[config.mk]
export PLATFORM = sky130hd
export DESIGN_NAME = free_list_heap_allocator_unit
export DESIGN_NICKNAME = d
export VERILOG_FILES = /design/src/flha_pkg.sv /design/src/flha_datapath.sv /design/src/flha_ctrl.sv /design/src/free_list_heap_allocator_unit.sv
export SDC_FILE = /design/constraint.sdc
export NUM_CORES = 2
export LEC_CHECK = 0
export BUFFER_PORTS_ARGS = -buffer_cell sky130_fd_sc_hd__buf_2
export CAP_MARGIN = 20
export CORE_ASPECT_RATIO = 1.5
export CORE_UTILIZATION = 47
export DETAILED_ROUTE_END_ITERATION = 10
export PLACE_DENSITY_LB_ADDON = 0.05
export SETUP_SLACK_MARGIN = 0.3
export SYNTH_ARGS = -nofsm -noshare
export SYNTH_HDL_FRONTEND = slang
export SYNTH_SLANG_ARGS = --single-unit
[constraint.sdc]
create_clock -name clk -period 9.7 [get_ports clk]
set_input_delay 0.97 -clock clk [delete_from_list [all_inputs] [get_ports clk]]
set_output_delay 0.97 -clock clk [all_outputs]
set_load 0.03 [all_outputs]
[src/flha_pkg.sv]
// Shared types and constants for the free-list heap allocator.
// Used by the controller, the datapath and the top level.
package flha_pkg;
  localparam logic [1:0] ST_OK   = 2'd0;
  localparam logic [1:0] ST_BIG  = 2'd1;
  localparam logic [1:0] ST_OOM  = 2'd2;
  localparam logic [1:0] ST_FULL = 2'd3;

  localparam logic [2:0] CMD_NONE   = 3'd0;
  localparam logic [2:0] CMD_PLACE  = 3'd1;
  localparam logic [2:0] CMD_ALLOC  = 3'd2;
  localparam logic [2:0] CMD_GROW   = 3'd3;

  typedef struct packed {
    logic [2:0] cmd;
    logic       go;
  } flha_cmd_t;

  typedef struct packed {
    logic       busy;
    logic       done;
    logic [1:0] status;
  } flha_stat_t;
endpackage

[src/flha_datapath.sv]
// Free table datapath: table memory, place/remove sweeps, size-order search, heap growth.
// Depends on flha_pkg; driven by flha_ctrl through command and status structs.
module flha_datapath #(
  parameter int HEAP_BYTES      = 65536,
  parameter int CHUNK_BYTES     = 8192,
  parameter int HEADER_BYTES    = 32,
  parameter int MIN_SPLIT_BYTES = 40,
  parameter int FREE_SLOTS      = 64
) (
  input  logic                clk,
  input  logic                rst_n,
  input  flha_pkg::flha_cmd_t cmd,
  input  logic [15:0]         arg_start,
  input  logic [16:0]         arg_size,
  input  logic [16:0]         arg_actual,
  output flha_pkg::flha_stat_t stat,
  output logic [15:0]         addr
);
  import flha_pkg::*;
  localparam int IW = $clog2(FREE_SLOTS);
  localparam int CW = $clog2(FREE_SLOTS + 1);

  localparam logic [4:0] S_IDLE = 5'd0,  S_PSCAN = 5'd1,  S_PDEC = 5'd2,  S_PSHR = 5'd3,
                         S_RMV = 5'd4,  S_SRCH = 5'd5,  S_SEVAL = 5'd6, S_DONE = 5'd7,
                         S_PRD = 5'd8,  S_PRD2 = 5'd9,  S_PWR = 5'd10, S_SRD = 5'd11,
                         S_SHRD = 5'd12, S_RMRD = 5'd13, S_PLW = 5'd14;

  logic [15:0] mst [FREE_SLOTS];
  logic [16:0] msz [FREE_SLOTS];
  logic [IW-1:0] ra_a;
  logic [15:0] rd_st;
  logic [16:0] rd_sz;
  logic        we;
  logic [IW-1:0] wa;
  logic [15:0] wst;
  logic [16:0] wsz;

  always_ff @(posedge clk) begin
    if (we) begin
      mst[wa] <= wst;
      msz[wa] <= wsz;
    end
    rd_st <= mst[ra_a];
    rd_sz <= msz[ra_a];
  end

  logic [4:0]    state_r, state_nxt;
  logic [CW-1:0] count_r, count_nxt;
  logic [16:0]   brk_r, brk_nxt;
  logic [CW-1:0] p_r, p_nxt;
  logic [CW-1:0] k_r, k_nxt;
  logic [15:0]   st_r, st_nxt;
  logic [16:0]   sz_r, sz_nxt;
  logic [15:0]   lst_r, lst_nxt;
  logic [16:0]   lsz_r, lsz_nxt;
  logic          alloc_r, alloc_nxt;
  logic [CW-1:0] cur_r, cur_nxt;
  logic [16:0]   csz_r, csz_nxt;
  logic [15:0]   cst_r, cst_nxt;
  logic          hascur_r, hascur_nxt;
  logic [CW-1:0] best_r, best_nxt;
  logic [16:0]   bsz_r, bsz_nxt;
  logic [15:0]   bst_r, bst_nxt;
  logic          hasb_r, hasb_nxt;
  logic [1:0]    status_r, status_nxt;
  logic [15:0]   addr_r, addr_nxt;

  logic cand_ok, cand_better;
  always_comb begin
    cand_ok = !hascur_r || (rd_sz > csz_r) || (rd_sz == csz_r && rd_st > cst_r) ||
              (rd_sz == csz_r && rd_st == cst_r && (k_r - 1'b1) > cur_r);
    cand_better = !hasb_r || (rd_sz < bsz_r) || (rd_sz == bsz_r && rd_st < bst_r);
  end

  logic [17:0] grow_end;
  assign grow_end = {1'b0, brk_r} + 18'(CHUNK_BYTES);

  always_comb begin
    state_nxt = state_r; count_nxt = count_r; brk_nxt = brk_r;
    p_nxt = p_r; k_nxt = k_r; st_nxt = st_r; sz_nxt = sz_r;
    lst_nxt = lst_r; lsz_nxt = lsz_r; alloc_nxt = alloc_r;
    cur_nxt = cur_r; csz_nxt = csz_r; cst_nxt = cst_r; hascur_nxt = hascur_r;
    best_nxt = best_r; bsz_nxt = bsz_r; bst_nxt = bst_r; hasb_nxt = hasb_r;
    status_nxt = status_r; addr_nxt = addr_r;
    ra_a = IW'(k_r); we = 1'b0; wa = IW'(p_r); wst = st_r; wsz = sz_r;
    unique case (state_r)
      S_IDLE: begin
        if (cmd.go) begin
          status_nxt = ST_OK; addr_nxt = '0; hascur_nxt = 1'b0;
          unique case (cmd.cmd)
            CMD_PLACE: begin
              st_nxt = arg_start; sz_nxt = arg_size; alloc_nxt = 1'b0;
              p_nxt = '0; k_nxt = '0; state_nxt = S_PRD;
            end
            CMD_ALLOC, CMD_GROW: begin
              alloc_nxt = 1'b1;
              if (count_r == '0 || cmd.cmd == CMD_GROW) begin
                state_nxt = S_DONE;
                if (grow_end > 18'(HEAP_BYTES)) status_nxt = ST_OOM;
                else begin
                  st_nxt = brk_r[15:0]; sz_nxt = 17'(CHUNK_BYTES);
                  p_nxt = '0; k_nxt = '0; state_nxt = S_PRD;
                end
              end else begin
                k_nxt = '0; hasb_nxt = 1'b0; state_nxt = S_SRD;
              end
            end
            default: state_nxt = S_IDLE;
          endcase
        end
      end
      S_PRD: begin
        ra_a = IW'(p_r);
        if (p_r < count_r) state_nxt = S_PSCAN; else state_nxt = S_PDEC;
      end
      S_PSCAN: begin
        ra_a = IW'(p_r);
        if (rd_st < st_r) begin
          lst_nxt = rd_st; lsz_nxt = rd_sz; p_nxt = p_r + 1'b1;
          ra_a = IW'(p_r + 1'b1);
          if (p_r + 1'b1 >= count_r) state_nxt = S_PDEC;
        end else state_nxt = S_PDEC;
      end
      S_PDEC: begin
        logic lft, rgt;
        logic [16:0] ls;
        lft = (p_r != '0) && ({2'b0, lst_r} + {1'b0, lsz_r} == {2'b0, st_r});
        rgt = (p_r < count_r) && (17'(st_r) + sz_r == {1'b0, rd_st});
        ls = lsz_r + sz_r;
        state_nxt = S_PLW;
        if (lft && rgt) begin
          we = 1'b1; wa = IW'(p_r - 1'b1); wst = lst_r; wsz = ls + rd_sz;
          cur_nxt = p_r - 1'b1; k_nxt = p_r; state_nxt = S_RMRD;
        end else if (lft) begin
          we = 1'b1; wa = IW'(p_r - 1'b1); wst = lst_r; wsz = ls; cur_nxt = p_r - 1'b1;
        end else if (rgt) begin
          we = 1'b1; wst = st_r; wsz = rd_sz + sz_r; cur_nxt = p_r;
        end else if (count_r >= CW'(FREE_SLOTS)) begin
          status_nxt = ST_FULL; state_nxt = S_DONE;
        end else begin
          cur_nxt = p_r; k_nxt = count_r; state_nxt = S_SHRD;
        end
      end
      S_SHRD: begin
        ra_a = IW'(k_r - 1'b1);
        if (k_r == p_r) begin
          we = 1'b1; wst = st_r; wsz = sz_r; count_nxt = count_r + 1'b1; state_nxt = S_PLW;
        end else state_nxt = S_PSHR;
      end
      S_PSHR: begin
        we = 1'b1; wa = IW'(k_r); wst = rd_st; wsz = rd_sz;
        k_nxt = k_r - 1'b1; state_nxt = S_SHRD;
      end
      S_RMRD: begin
        ra_a = IW'(k_r + 1'b1);
        if (k_r + 1'b1 >= count_r) begin
          count_nxt = count_r - 1'b1; state_nxt = S_PLW;
        end else state_nxt = S_RMV;
      end
      S_RMV: begin
        we = 1'b1; wa = IW'(k_r); wst = rd_st; wsz = rd_sz;
        k_nxt = k_r + 1'b1; state_nxt = S_RMRD;
      end
      S_PLW: begin
        if (alloc_r) begin
          brk_nxt = grow_end[16:0];
          hascur_nxt = 1'b0; k_nxt = cur_r; state_nxt = S_PWR;
        end else state_nxt = S_DONE;
      end
      S_PWR: begin
        ra_a = IW'(k_r);
        state_nxt = S_PRD2;
      end
      S_PRD2: begin
        best_nxt = k_r; bsz_nxt = rd_sz; bst_nxt = rd_st; hasb_nxt = 1'b1;
        state_nxt = S_SEVAL;
      end
      S_SRD: begin
        ra_a = IW'(k_r); k_nxt = k_r + 1'b1; state_nxt = S_SRCH;
      end
      S_SRCH: begin
        if (cand_ok && cand_better) begin
          best_nxt = k_r - 1'b1; bsz_nxt = rd_sz; bst_nxt = rd_st; hasb_nxt = 1'b1;
        end
        if (k_r < count_r) begin
          ra_a = IW'(k_r); k_nxt = k_r + 1'b1;
        end else state_nxt = S_SEVAL;
      end
      S_SEVAL: begin
        logic [17:0] need;
        need = {1'b0, arg_actual} + 18'(MIN_SPLIT_BYTES);
        if (!hasb_r) begin
          state_nxt = S_DONE;
          if (grow_end > 18'(HEAP_BYTES)) status_nxt = ST_OOM;
          else begin
            st_nxt = brk_r[15:0]; sz_nxt = 17'(CHUNK_BYTES);
            p_nxt = '0; k_nxt = '0; state_nxt = S_PRD;
          end
        end else if (bsz_r == arg_actual) begin
          addr_nxt = bst_r + 16'(HEADER_BYTES);
          k_nxt = best_r; alloc_nxt = 1'b0; state_nxt = S_RMRD;
          status_nxt = ST_OK;
        end else if ({1'b0, bsz_r} >= need) begin
          we = 1'b1; wa = IW'(best_r); wst = bst_r; wsz = bsz_r - arg_actual;
          addr_nxt = 16'(17'(bst_r) + (bsz_r - arg_actual) + 17'(HEADER_BYTES));
          state_nxt = S_DONE;
        end else begin
          cur_nxt = best_r; csz_nxt = bsz_r; cst_nxt = bst_r; hascur_nxt = 1'b1;
          hasb_nxt = 1'b0; k_nxt = '0; state_nxt = S_SRD;
        end
      end
      S_DONE: state_nxt = S_IDLE;
      default: state_nxt = S_IDLE;
    endcase
  end

  always_ff @(posedge clk) begin
    if (!rst_n) begin
      state_r <= S_IDLE; count_r <= '0; brk_r <= '0;
    end else begin
      state_r <= state_nxt; count_r <= count_nxt; brk_r <= brk_nxt;
    end
    p_r <= p_nxt; k_r <= k_nxt; st_r <= st_nxt; sz_r <= sz_nxt;
    lst_r <= lst_nxt; lsz_r <= lsz_nxt; alloc_r <= alloc_nxt;
    cur_r <= cur_nxt; csz_r <= csz_nxt; cst_r <= cst_nxt; hascur_r <= hascur_nxt;
    best_r <= best_nxt; bsz_r <= bsz_nxt; bst_r <= bst_nxt; hasb_r <= hasb_nxt;
    status_r <= status_nxt; addr_r <= addr_nxt;
  end

  assign stat.busy = (state_r != S_IDLE);
  assign stat.done = (state_r == S_DONE) ||
                     (state_r == S_PLW && !alloc_r && addr_r != '0) ;
  assign stat.status = status_r;
  assign addr = addr_r;
endmodule

[src/flha_ctrl.sv]
// Request controller: decodes a beat, issues at most one datapath command, holds the result beat.
// Depends on flha_pkg.
module flha_ctrl #(
  parameter int HEADER_BYTES = 32,
  parameter int CHUNK_BYTES  = 8192
) (
  input  logic                 clk,
  input  logic                 rst_n,
  input  logic                 in_tvalid,
  output logic                 in_tready,
  input  logic [48:0]          in_data,
  output logic                 out_tvalid,
  input  logic                 out_tready,
  output logic [17:0]          out_data,
  output flha_pkg::flha_cmd_t  cmd,
  output logic [15:0]          arg_start,
  output logic [16:0]          arg_size,
  output logic [16:0]          arg_actual,
  input  flha_pkg::flha_stat_t stat,
  input  logic [15:0]          addr
);
  import flha_pkg::*;
  localparam logic [1:0] C_IDLE = 2'd0, C_WAIT = 2'd1, C_OUT = 2'd2;
  logic [1:0]  state_r, state_nxt;
  logic [17:0] res_r, res_nxt;
  logic [15:0] as_r, as_nxt;
  logic [16:0] sz_r, sz_nxt, ac_r, ac_nxt;
  logic        act;
  logic [15:0] req, raddr, bb;
  logic [17:0] actual;
  assign act = in_data[0];
  assign req = in_data[16:1];
  assign raddr = in_data[32:17];
  assign bb = in_data[48:33];
  assign actual = {2'b0, req} + 18'(HEADER_BYTES);

  always_comb begin
    state_nxt = state_r; res_nxt = res_r; as_nxt = as_r; sz_nxt = sz_r; ac_nxt = ac_r;
    cmd.go = 1'b0; cmd.cmd = CMD_NONE;
    in_tready = (state_r == C_IDLE);
    unique case (state_r)
      C_IDLE: begin
        if (in_tvalid) begin
          as_nxt = raddr - 16'(HEADER_BYTES); sz_nxt = {1'b0, bb}; ac_nxt = actual[16:0];
          if (act) begin
            if (raddr == '0) begin
              res_nxt = {16'h0, ST_OK}; state_nxt = C_OUT;
            end else begin
              cmd.go = 1'b1; cmd.cmd = CMD_PLACE; state_nxt = C_WAIT;
            end
          end else if (req == '0) begin
            res_nxt = {16'h0, ST_OK}; state_nxt = C_OUT;
          end else if (actual > 18'(CHUNK_BYTES)) begin
            res_nxt = {16'h0, ST_BIG}; state_nxt = C_OUT;
          end else begin
            cmd.go = 1'b1; cmd.cmd = CMD_ALLOC; state_nxt = C_WAIT;
          end
        end
      end
      C_WAIT: begin
        if (stat.done) begin
          res_nxt = {(stat.status == ST_OK) ? addr : 16'h0, stat.status};
          state_nxt = C_OUT;
        end
      end
      C_OUT: if (out_tready && !stat.busy) state_nxt = C_IDLE;
      default: state_nxt = C_IDLE;
    endcase
  end

  always_ff @(posedge clk) begin
    if (!rst_n) state_r <= C_IDLE;
    else state_r <= state_nxt;
    res_r <= res_nxt; as_r <= as_nxt; sz_r <= sz_nxt; ac_r <= ac_nxt;
  end

  always_comb begin
    arg_start = (state_r == C_IDLE) ? as_nxt : as_r;
    arg_size = (state_r == C_IDLE) ? sz_nxt : sz_r;
    arg_actual = (state_r == C_IDLE) ? ac_nxt : ac_r;
  end
  assign out_tvalid = (state_r == C_OUT) && !stat.busy;
  assign out_data = res_r;
endmodule

[src/free_list_heap_allocator_unit.sv]
// Free-list heap allocator top level: controller plus free table datapath.
// Depends on flha_pkg, flha_ctrl and flha_datapath.
//
// Input beat: action, request_bytes, release_addr, block_bytes. Each beat gives
// one result beat: status and payload_addr. One beat is in work at a time.
// An allocate walks the free table in size order: each search pass reads every
// entry once; a place sweep scans one entry per cycle and moves an entry with a
// read state and a write state (S_SHRD, then S_PSHR). An allocate runs one
// search pass per block it skips, so up to about FREE_SLOTS passes, plus a place
// sweep for each chunk it grows. The table memory has one read and one write port.
// Reset empties the table and the heap at once; no clearing pass.
// The result beat holds while out_tready is low; no new beat is taken then.
module free_list_heap_allocator_unit #(
  parameter int HEAP_BYTES      = 65536,
  parameter int CHUNK_BYTES     = 8192,
  parameter int HEADER_BYTES    = 32,
  parameter int MIN_SPLIT_BYTES = 40,
  parameter int FREE_SLOTS      = 64
) (
  input  logic        clk,
  input  logic        rst_n,
  input  logic        in_tvalid,
  output logic        in_tready,
  input  logic [55:0] in_tdata,   // action, request_bytes, release_addr, block_bytes
  output logic        out_tvalid,
  input  logic        out_tready,
  output logic [23:0] out_tdata   // status, payload_addr
);
  import flha_pkg::*;
  flha_cmd_t  cmd;
  flha_stat_t stat;
  logic [15:0] arg_start, addr;
  logic [16:0] arg_size, arg_actual;
  logic [17:0] res;

  flha_ctrl #(.HEADER_BYTES(HEADER_BYTES), .CHUNK_BYTES(CHUNK_BYTES)) u_ctrl (
    .clk, .rst_n, .in_tvalid, .in_tready, .in_data(in_tdata[48:0]),
    .out_tvalid, .out_tready, .out_data(res), .cmd, .arg_start, .arg_size,
    .arg_actual, .stat, .addr
  );

  flha_datapath #(.HEAP_BYTES(HEAP_BYTES), .CHUNK_BYTES(CHUNK_BYTES),
    .HEADER_BYTES(HEADER_BYTES), .MIN_SPLIT_BYTES(MIN_SPLIT_BYTES),
    .FREE_SLOTS(FREE_SLOTS)) u_dp (
    .clk, .rst_n, .cmd, .arg_start, .arg_size, .arg_actual, .stat, .addr
  );

  assign out_tdata = {6'b0, res};

  a_no_accept_busy: assert property (@(posedge clk) disable iff (!rst_n)
    stat.busy |-> !in_tready) else $error("beat taken while busy");
  a_err_null: assert property (@(posedge clk) disable iff (!rst_n)
    (out_tvalid && out_tdata[1:0] != ST_OK) |-> out_tdata[17:2] == 16'h0)
    else $error("error result with address");
  a_hold: assert property (@(posedge clk) disable iff (!rst_n)
    (out_tvalid && !out_tready) |=> out_tvalid && $stable(out_tdata))
    else $error("result beat dropped");
endmodule
* After elaboration in Yosys (flattened, before gate mapping)
Memory sizes are Yosys's and may differ from the RTL's. A register that Yosys moved wholly into a read port is not among the register bits.
Index checks and enable logic that the tools add are counted.
** Storage, ports and cells
- Latch bits :: 0
- Memories kept :: 2
- Input bits :: 60
- Logic and storage cells :: 351
- Register bits after elaboration :: 280
- Output and inout bits :: 26
- Bits in read-only memories :: 0
- RAM bits :: 2112
** Operators by class
- Reductions and logical operators :: 62
- Multipliers :: 0
- Eq/ne operators :: 61
- Divide/modulo/power cells :: 0
- $lt $le $gt $ge :: 14
- Bitwise logic cells :: 2
- Shifts and indexed selects :: 0
- Add/sub/neg operators :: 19
- Multiplexer cells :: 166
** Memories
- u_dp.msz :: depth 64, width 17, read ports 1, clocked after memory_dff 1, wr ports 1, line flha_datapath.sv:29 : logic [16:0] msz [FREE_SLOTS];
- u_dp.mst :: depth 64, width 16, read ports 1, clocked after memory_dff 1, wr ports 1, line flha_datapath.sv:28 : logic [15:0] mst [FREE_SLOTS];
** Operators by type and width (number)
- 2-to-1 mux 17 bit :: 17
- 2-to-1 mux 16 bit :: 18
- 2-to-1 mux 7 bit :: 27
- one-hot mux 16 bit (2 select lines) :: 4
- 2-to-1 mux 18 bit :: 6
- one-hot mux 17 bit (2 select lines) :: 3
- one-hot mux 5 bit (14 select lines) :: 1
- one-hot mux 7 bit (2 select lines) :: 5
- adder 17 bit :: 3
- equality test 17 bit :: 3
- one-hot mux 17 bit (3 select lines) :: 1
- 2-to-1 mux 5 bit :: 10
- one-hot mux 7 bit (7 select lines) :: 1
- one-hot mux 16 bit (3 select lines) :: 1
- 2-to-1 mux 2 bit :: 20
- 2-to-1 mux 4 bit :: 10
- 2-to-1 mux 6 bit :: 6
- one-hot mux 18 bit (2 select lines) :: 1
- equality test 5 x 4 -> 1 bit, second input constant :: 7
- adder 16 x 6 -> 16 bit, second input constant :: 2
- zero test 16 bit :: 2
- less-than comparator 16 bit :: 2
- AND reduction 5 bit :: 5
- != test 2 bit, second input constant :: 12
- other kinds (68) :: 157

* Logic depth before layout (Yosys ltp)
- Depth in word-level cells :: 13
- Depth in mapped cells :: 29
- Gate-level depth less buffers :: 25

* By module
Synthesis repeated with hierarchy kept, for this count alone.
** Unflattened totals
- Cells, all modules :: 9090
- Area, all modules :: 107535.6 um^2
** Modules (own cells, without submodules)
- flha_datapath :: seq. area each 69817.0 um^2, area each 104620.3 um^2, instances 1, cells an instance 8761
- flha_ctrl :: seq. area each 1581.5 um^2, area each 2866.5 um^2, instances 1, cells an instance 322
- free_list_heap_allocator_unit :: seq. area each 0.0 um^2, area each 48.8 um^2, instances 1, cells an instance 7

* Least setup slack after synthesis
No wires, ideal clock.
- Path kind :: input to register
- Start point :: in in_tvalid
- End point :: mem u_dp.msz[0][16], data pin
- Data arrival time :: 6.868 ns
- Setup slack :: 2.280 ns
- Stages on the path :: 22
- Library setup time :: 0.553 ns
- Required time :: 9.147 ns
- Buffers on the path :: 4
- Cell sequence :: or3b_1 > buf_2 > buf_6 > mux2i_1 > o21ai_0 > nand2b_1 > or3_1 > nor3_1 > nand2_1 > nor3_1 > xor2_1 > ha_1 > o21ai_0 > nand2b_1 > o21ai_0 > nor3_1 > clkbuf_1 > buf_1 > a21oi_1 > o21ai_0 > a31oi_1 > o22ai_1
** On the way
- Word-level cells in the longest chain between the ends :: 9
- Elaborated cells on any way between the ends :: 11
- Those cells by class :: add/sub (2); order compare (1); eq/ne (1); mux (7)
** RTL lines
- start, declared :: line free_list_heap_allocator_unit.sv:22 : input logic in_tvalid,
- 2-to-1 mux 17 bit (*) :: line flha_ctrl.sv:43 : if (in_tvalid) begin
- 2-to-1 mux 17 bit (*) :: line flha_ctrl.sv:41 : unique case (state_r)
- 2-to-1 mux 17 bit (*) :: line flha_ctrl.sv:80 : arg_actual = (state_r == C_IDLE) ? ac_nxt : ac_r;
- adder 17 x 6 -> 18 bit :: line flha_datapath.sv:191 : need = {1'b0, arg_actual} + 18'(MIN_SPLIT_BYTES);
- >= comparator 17 x 18 -> 1 bit :: line flha_datapath.sv:203 : end else if ({1'b0, bsz_r} >= need) begin
- 2-to-1 mux 17 bit :: line flha_datapath.sv:203
- 2-to-1 mux 17 bit (*) :: line flha_datapath.sv:199 : end else if (bsz_r == arg_actual) begin
- 2-to-1 mux 17 bit (*) :: line flha_datapath.sv:192 : if (!hasb_r) begin
- one-hot mux 17 bit (3 select lines) (*) :: line flha_datapath.sv:86 : unique case (state_r)
- named net u_dp.wsz[16] :: line flha_datapath.sv:36 : logic [16:0] wsz;
- end, declared :: line flha_datapath.sv:29
Mark *: on every way through the listed nets, which the timed path passes. The rest lies on a longest branch.

* Worst setup path in the final report
- Start point :: in in_tvalid
- End point :: mem u_dp.mst[4][15], enable pin
** On the way
- Word-level cells in the longest chain between the ends :: 11
- Elaborated cells on any way between the ends :: 16
- Those cells by class :: add/sub (1); order compare (1); eq/ne (1); mux (13)
** RTL lines
- 2-to-1 mux 17 bit (*) :: line flha_ctrl.sv:43
- 2-to-1 mux 17 bit (*) :: line flha_ctrl.sv:41
- 2-to-1 mux 17 bit (*) :: line flha_ctrl.sv:80
- adder 17 x 6 -> 18 bit :: line flha_datapath.sv:191
- >= comparator 17 x 18 -> 1 bit :: line flha_datapath.sv:203
- 2-to-1 mux 1 bit :: line flha_datapath.sv:203
- 2-to-1 mux 1 bit :: line flha_datapath.sv:199
- 2-to-1 mux 1 bit :: line flha_datapath.sv:192
- one-hot mux 1 bit (4 select lines) :: line flha_datapath.sv:86
- 2-to-1 mux 1 bit :: line flha_datapath.sv:39 : if (we) begin
- 2-to-1 mux 1 bit (implied by the code) :: line flha_datapath.sv:40 : mst[wa] <= wst;
- end, declared :: line flha_datapath.sv:28
Mark *: on every way between the ends. The rest lies on a longest branch, timed or not.

==> impl_metrics.toml <==
[detailed_routing]
drt-initial-drc-count = 6451
ant_nets = 0
vias = 73184
vias_per_cell = 6.10
wl_um = 374000
dr.pass1.iters = 6
routedWlPerCell_um = 31.2
drc = 0

[global_route]
antenna_found_initial = 18
use_met2_pct = 55.9
grt_pass1_wl_um = 525000
grt_max_degree = 157
use_met3_pct = 4.24
top_usage_layer = "met2"
use_met1_pct = 37.0
overflow = 0
track_usage_pct = 32.1
grt_pass1_vias = 70658

[yosys]
yosysWarnings = 0
syn_inst = 8641
syn_area_mm2 = 0.107
async_reset_ff_share_pct = 0
yosys.area.top_type_share_pct = 64.9
avgSynthCellArea_um2 = 12.4
synth_flop_cell = "edfxtp_1"
synth_edf_count = 2322
ys_seq_area_share_pct = 66.5
synth_area_leaders = "edfxtp_1, nand2_1, nand3_1"
yosysMostFrequentCell = "edfxtp_1"
ys_ff_latch = 2411
synth.distinct_cells = 108
synth_top_area_cell = "edfxtp_1"
yosys-top-cells-count = "edfxtp_1, nand2_1, nand3_1"

[die]
die_h_um = 588
dieArea_mm2 = 0.231
pin_count = 86
core_area_mm2 = 0.227
initial_core_util_pct = 47.4
die_w_um = 392
rows = 214

[timing]
setup-violations-final = 0
worst_pin_slew_ns = 1.31
rsz0062_at_grt = "false"
finalCriticalPeriod_ns = 7.64
worst_slack_ns = 2.06
maxSlewViolCount = 0
hold_violations = 0
fin_setup_tns_ns = 0
worst_clock_skew_ns = 0.0746
whs_ns = 0.313
fmax_mhz = 131
relSlewSlack_pct = 11.8
finalCritPeriodShare_pct = 78.8

[setup_path]
cp_max_fo = 23
crit_path_start_kind = "input pin"
crit_required_ns = 10.22
r2r_cells = 23
crit_arrival_ns = 8.16
path_class = "in2reg"
end_kind = "flip-flop"

[placed_design]
dp_cells = 11562
pre_cts_slack_ns = 1.12
dpl_cell_area_mm2 = 0.114
io_buffers = 72
routabilityCongestion = 1.01
dp_hpwl_um = 244000

[min_path]
hold_depth = 3
hp-class = "in2reg"

[clocking]
cts_setup_buffers = 0
cts.path.max_buffers = 4
clock-root-buffer = "clkbuf_16"
clk_pin_slew_ns = 0.06
cts-htree-levels = 4
cts_made_buffers = 232
cts_tree = "yes"
ctsResizeCount = 0
cts_hold_buf = 0
cts.sinks = 2411
clk_latency_ns = 0.89

[finish]
final_nets = 9113
final_core_util_pct = 53.4
drive_gt1_share_pct = 10.5
fillCellCount = 19296
fin_cells = 11993
final_cell_area_mm2 = 0.121
syn_to_final_growth_pct = 12.8

[power]
power.total_mw = 33.9
power.leakage_nw = 42.7
p_per_area_mw_per_mm2 = 280
ir_drop_mv = 0.192

[job]
maxCapViolations = 0

[run_status]
status = "finished clean"
## worst max-delay path, stage by stage
cell	delay, ns
buf_2	0.33
or3b_2	0.69
mux2i_1	0.26
or2_1	0.30
nand2b_1	0.18
or3_1	0.44
nor3_1	0.35
nand2_1	0.15
nor3_1	0.19
xor2_1	0.10
ha_1	0.19
a2111oi_0	0.46
o221ai_1	0.32
o2111ai_1	0.26
nor2_1	0.12
buf_4	0.26
o32ai_2	0.17
nand2_1	0.09
o211ai_1	0.49
and3_1	0.26
nand3_1	0.57
buf_4	0.43
nor2_4	0.15
buf_4	0.36
## cell type report
type,instances,area (um2),area share [%]
clock inverters,112,1060,0.871
multi-input cells,5556,34300,28.3
clock buffers,309,6260,5.17
flip-flops and latches,2411,71500,59.0
well taps,3024,3780,3.12
inverters,179,672,0.554
repair buffers,395,3600,2.97
diodes,7,17.5,0.0145
## layer usage
metal,up-vias,share of wire [%]
li1,32587,-
met1,37055,36
met2,2737,51
met3,805,5.4
met4,0,7.4
met5,-,0
## kinds of logic (layout without fill, tap and decap cells)
group           after synthesis  count (layout)  share of synthesized area (%)
buf+inv                     679             995                           2.55
xor+xnor                    188             188                           1.53
simple gates               3348            3348                           13.8
compound gates             1415            1415                           8.79
other cells                   1              13                        0.00349
fa+ha+maj                   278             278                           3.29
mux                         321             321                           3.48
flops                      2411            2411                           66.5
## registers in the layout, summed over array words and instances, names as in the netlist, 16 cells and up, named ones only
register,flops
u_dp.rd_sz,17
u_dp.lsz_r,17
u_dp.mst,1024
u_dp.addr,16
u_dp.st_r,16
u_ctrl.sz_r,17
u_dp.rd_st,16
u_dp.cst_r,16
u_dp.csz_r,17
u_dp.sz_r,17
u_ctrl.out_data,18
u_dp.bst_r,16
u_dp.lst_r,16
u_dp.bsz_r,17
u_ctrl.as_r,16
u_dp.msz,1088
## worst paths after layout
path / to / from / slack, ns
worst min-delay path: u_ctrl.sz_r[15] / in_tdata[48] / 0.31
worst max register to register: u_dp.mst[4][15] / u_ctrl.state_r[1] / 2.13
worst max-delay path: u_dp.mst[4][15] / in_tvalid / 2.06
worst min register to register: u_ctrl.sz_r[4] / u_ctrl.sz_r[4] / 0.45
## where the power goes
part	total [mW]	internal (mW)	leakage [nW]	switching (mW)
logic	12.4	3.55	17.4	8.84
clock network	8.95	5.02	3.57	3.93
registers	12.6	12.2	21.7	0.359
total	33.9	20.8	42.7	13.1
## cells in the final DEF, fill, tap and decap left out, types with 58 or more instances in the layout
cell type  instances
edfxtp_1        2322
nand2_1         1775
nand3_1          724
a21oi_1          387
ha_1             270
mux2i_1          267
buf_4            256
o21ai_0          238
nor2_1           236
clkbuf_16        236
inv_1            177
xnor2_1          121
nor3_1           108
a311oi_1         102
a31oi_1           99
and3_1            97
o221ai_1          92
dfxtp_1           89
buf_2             73
nor2_4            70
xor2_1            67
clkbuf_1          65
buf_12            64
nand4_1           59
a21o_1            58
Power figures use the tool's default switching activity.
